--- config.mk ---
export PLATFORM = sky130hd
export DESIGN_NAME = fops_ram
export DESIGN_NICKNAME = d
export VERILOG_FILES = /design/src/hw/rtl/fifo_or_priority_server_core_defines.svh /design/src/hw/rtl/fops_ram.sv
export SDC_FILE = /design/constraint.sdc
export NUM_CORES = 1
export LEC_CHECK = 0
export ABC_AREA = 1
export BUFFER_PORTS_ARGS = -buffer_cell sky130_fd_sc_hd__buf_2
export CORE_ASPECT_RATIO = 1.2
export CORE_UTILIZATION = 61
export CTS_CLUSTER_SIZE = 10
export DETAILED_ROUTE_END_ITERATION = 7
export PLACE_DENSITY = 0.79
export SETUP_SLACK_MARGIN = 0.4
export SKIP_LAST_GASP = 1
export SLEW_MARGIN = 20
export SYNTH_ARGS = -nofsm -noshare
export SYNTH_HDL_FRONTEND = slang
export SYNTH_SLANG_ARGS = --single-unit
--- constraint.sdc ---
create_clock -name clk_i -period 1.6 [get_ports clk_i]
set_input_delay 0.32 -clock clk_i [delete_from_list [all_inputs] [get_ports clk_i]]
set_output_delay 0.32 -clock clk_i [all_outputs]
set_load 0.02 [all_outputs]
--- src/hw/rtl/fifo_or_priority_server_core_defines.svh ---
// assertion macros used by the core rtl file
`ifndef FIFO_OR_PRIORITY_SERVER_CORE_DEFINES_SVH
`define FIFO_OR_PRIORITY_SERVER_CORE_DEFINES_SVH

`ifndef NO_ASSERTIONS
// property that must hold at every clock edge outside reset
`define FOPS_ASSERT(lbl, prop, msg) \
  lbl: assert property (@(posedge clk_i) disable iff (!rst_ni) (prop)) else $error(msg);
// antecedent at one edge implies consequent at the next edge
`define FOPS_ASSERT_NEXT(lbl, ante, cons, msg) \
  lbl: assert property (@(posedge clk_i) disable iff (!rst_ni) (ante) |=> (cons)) \
    else $error(msg);
`else
`define FOPS_ASSERT(lbl, prop, msg)
`define FOPS_ASSERT_NEXT(lbl, ante, cons, msg)
`endif

`endif

--- src/hw/rtl/fops_ram.sv ---
`default_nettype none

module fops_ram #(
  parameter int unsigned WIDTH = 8,
  parameter int unsigned DEPTH = 16
) (
  input  wire logic                     clk_i,
  input  wire logic                     we_i,
  input  wire logic [$clog2(DEPTH)-1:0] waddr_i,
  input  wire logic [WIDTH-1:0]         wdata_i,
  input  wire logic [$clog2(DEPTH)-1:0] raddr_i,
  output logic      [WIDTH-1:0]         rdata_o
);

  logic [WIDTH-1:0] mem_q [DEPTH];

  // one write port, one registered read port
  always_ff @(posedge clk_i) begin
    if (we_i) begin
      mem_q[waddr_i] <= wdata_i;
    end
    rdata_o <= mem_q[raddr_i];
  end

endmodule

`default_nettype wire

# Word-level counts from Yosys, hierarchy flattened

Memories as Yosys holds them, arrays and structs flattened. A register that Yosys moved wholly into a read port is not among the register bits.
Cells that the tools add are included.

Memories: 1
Logic and storage cells: 3
Bits in writable memories: 128
Register bits after elaboration: 0

Memories:

| memory | words | bits a word | rd ports | clocked after Yosys merged registers in | wr ports | line           | source |
|---|---|---|---|---|---|---|---|
| mem_q  | 16    | 8           | 1        | 1                                       | 1        | fops_ram.sv:15 | `logic [WIDTH-1:0] mem_q [DEPTH];` |

Mux-type cells: 2

Operators by type and width:

| cell              | count |
|---|---|
| two-way mux 1 bit | 2 |

# Depth between registers and ports, before layout

Depth in word-level cells: 2
Depth in mapped cells: 8
Mapped depth without buffers: 7

# Worst setup path before layout

No wires, ideal clock.

Path kind: input-to-reg
Start point: input port waddr_i[2]
End point: memory mem_q[10][0] (enable)
Arrival time: 0.901 ns
Stages: 2
Data required time: 1.230 ns
Setup time: 0.370 ns
Setup slack: 0.329 ns
Cells stage by stage: nand3b_1 > nor2_1

RTL lines:

| item        | line           | source |
|---|---|---|
| from (decl) | fops_ram.sv:9  | `input wire logic [$clog2(DEPTH)-1:0] waddr_i,` |
| to (decl)   | fops_ram.sv:15 |  |

Straight into the memory's write port.

# Final worst setup path

Start point: register rdata_o[1] (read register of mem_q)
End point: output port rdata_o[1]

RTL lines:

| item        | line           | source |
|---|---|---|
| from (decl) | fops_ram.sv:12 | `output logic [WIDTH-1:0] rdata_o` |

No word-level cell between the ends.

==> key figures <==
GRT
  • First-pass GRT wire length: 20600 um
  • All-Layer GR Usage: 29.2%
  • Initial antenna violation count: 0
  • Largest net degree at the start of global routing: 54
  • Global route overflow: 0
  • Number of global-route vias before repair: 3935

Clocking
  • H-tree depth: 4
  • Number of buffers created by CTS: 17
  • CTS max path bufs: 2
  • # clock sinks: 136
  • Postcts setup bufs: 0
  • Worst-Skew Late Latency: 0.54 ns
  • Root Buffer: clkbuf_8
  • CTS tree: built
  • Reg clk slew, reported paths: 0.07 ns

Critical path
  • Worst EP required: 1.28 ns
  • Setup crit end kind: output pin
  • CP peak stage delay: 0.36 ns
  • Critical Path, Cell by Cell: buf_6
  • CP Launch Type: flop
  • Worst-path fanout max: 1
  • Crit-path leading delay family: flip-flops
  • CP Buf/Inv Count: 1
  • Crit-path slowest cell: dfxtp_2
  • Arrival @ worst endpoint: 1.02 ns
  • Crit path kind: reg -> out

Synth
  • Synth area leaders: edfxtp_1 67%, nand2_1 11%, nand3_1 8.4%
  • Syn Nets: 569
  • Count of unique library cells instantiated by Yosys: 12
  • Sequential fraction of the synthesis area: 69.4%
  • Cells after Synth: 551
  • Post-Synthesis Cell Area: 0.00577 mm2
  • Synth top area share: 66.7%
  • Mapped Avg Cell Area: 10.5 um2
  • Flops & latches, synth: 136
  • Synth Warn #: 0
  • Largest area contributor in the synthesized netlist: edfxtp_1

STA
  • Worst Max-Slew Pin Slew: 0.523 ns
  • FMAX: 747 MHz
  • Hold_ws: 0.131 ns
  • # setup viols final: 0
  • Crit share post-route: 83.7%
  • Worst Clk Skew: 0.00891 ns
  • Final slew viol count: 0
  • Slew HR: 65.1%
  • Setup_tns: 0 ns
  • RSZ-0062 raised after global routing: yes
  • Post-route minimum period: 1.34 ns
  • Final Hold Viols: 0

Routing
  • Routed wl met3: 919 um
  • Routed wl met2: 6590 um
  • Routed wire per std cell: 18.1 um
  • Top layer in use: met4
  • Via density: 5.47
  • Met1 Wirelength: 5020 um
  • Vias: 3960
  • Antenna Nets Post-Route: 0
  • Initial drt markers: 416
  • Drc violations: 0
  • 1st-pass router iterations: 5
  • Routed WL: 13100 um

Floorplan
  • IO Pins: 26
  • Die area: 0.00985 mm2
  • Row count: 38
  • Die width: 90.8 um
  • Die Y: 109 um
  • Core area: 0.00913 mm2
  • Starting density of the core: 63.2%

Pwr
  • Clk pwr share: 46.4%
  • Power Dens Cells: 1270 mW/mm2
  • NetSw: 1.84 mW
  • Sequential cell fraction of total power: 47.1%
  • Comb pwr share: 6.5%
  • Max IR drop VDD: 1010 uV
  • P_int: 6.69 mW
  • Leak Pwr: 2.93 nW
  • Sw Ratio: 21.6%

Finish
  • Seq. cell area: 0.00401 mm2
  • N_diodes: 0
  • Layout Cells excl Fill: 724
  • # fillers: 623
  • Layout Nets: 609
  • Area growth syn-to-layout: 16.8%
  • Multi-input gate area: 0.00123 mm2
  • Ratio of cells with drive above 1 in the final layout: 14.4%
  • Cell area after layout: 0.00674 mm2
  • Most frequent cells in the layout: 173 x nand2_1, 128 x edfxtp_1, 100 x inv_1, 97 x nand3_1
  • Final core occ: 73.8%
  • Most common cell after layout, fill and taps aside: nand2_1

Placed design
  • Post-DP HPWL: 7760 um
  • DP Area: 0.00608 mm2
  • Port bufs: 25
  • Placed insts: 692
  • Final Wtd Congestion: 0.830

Run status
  • Status: completed

Flow run
  • Max cap viols: 0

Worst hold path
  • HP Class: in -> reg
worst paths after layout:
path / from / endpoint / slack, ns / cells past startpoint
setup reg to reg: mem_q[5][7] / rdata_o[7] / 0.53 / 6
hold / removal: raddr_i[3] / rdata_o[5] / 0.13 / 3
hold reg to reg: mem_q[11][3] / rdata_o[3] / 0.68 / 6
setup / recovery: rdata_o[1] / rdata_o[1] / 0.26 / 1
cell type report:
class	instances	share of cell area (%)
multi-input combinational	289	18.2
clock inverter	13	2.64
tap	120	2.23
clock buffer	19	6.26
sequential	136	59.6
timing repair buffer	45	5.39
inverter	102	5.68
logic make-up after synthesis:
| family | count (synthesis) | share of synthesized area (%) |
|---|---|---|
| AND/OR/NAND/NOR | 289 | 21.0 |
| flip-flops | 136 | 69.4 |
| buffers and inverters | 126 | 9.52 |
Yosys cell counts:
master and n:
nor2_1 17, nand3_1 97, buf_6 6, inv_2 2
buf_2 13, edfxtp_1 128, dfxtp_1 8, nand2_1 173
buf_4 4, inv_1 100, buf_1 1, nand3b_1 2
routing by layer:
metal | global-route usage, % | vias up
met5 | 0 | -
met4 | 16.1 | 0
met3 | 7.45 | 41
met2 | 47.7 | 198
met1 | 36.0 | 1869
li1 | - | 1852
registers in the layout, summed over array words and instances (netlist names):
register  cells
mem_q       128
rdata_o       8
stage by stage:
stage / setup WS, ns / power [mW]
4_1_cts: 0.250 / 8.53
3_5_place_dp: 0.137 / 4.60
2_1_floorplan: 0.329 / 4.39
5_1_grt: 0.251 / 8.74
3_3_place_gp: 0.185 / 4.58
6_report: 0.262 / 8.53
power by group through the flow:
stage	clock [mW]	sequential [mW]	combinational, mW
floorplan	0	4.11	0.283
global placement	0	4.08	0.498
detailed placement	0	4.08	0.513
CTS	3.96	4.02	0.548
global route	4.11	4.03	0.600
finish	3.96	4.02	0.552
repair_timing:
item | in CTS | in global routing
hold endpoints to repair | 0 | 0
gates resized for setup | 24 | 0
gates cloned | 0 | 0
hold buffers | 0 | 0
endpoints found under the setup margin | 8 | 8
No activity file was read; power rests on OpenSTA's default activity.
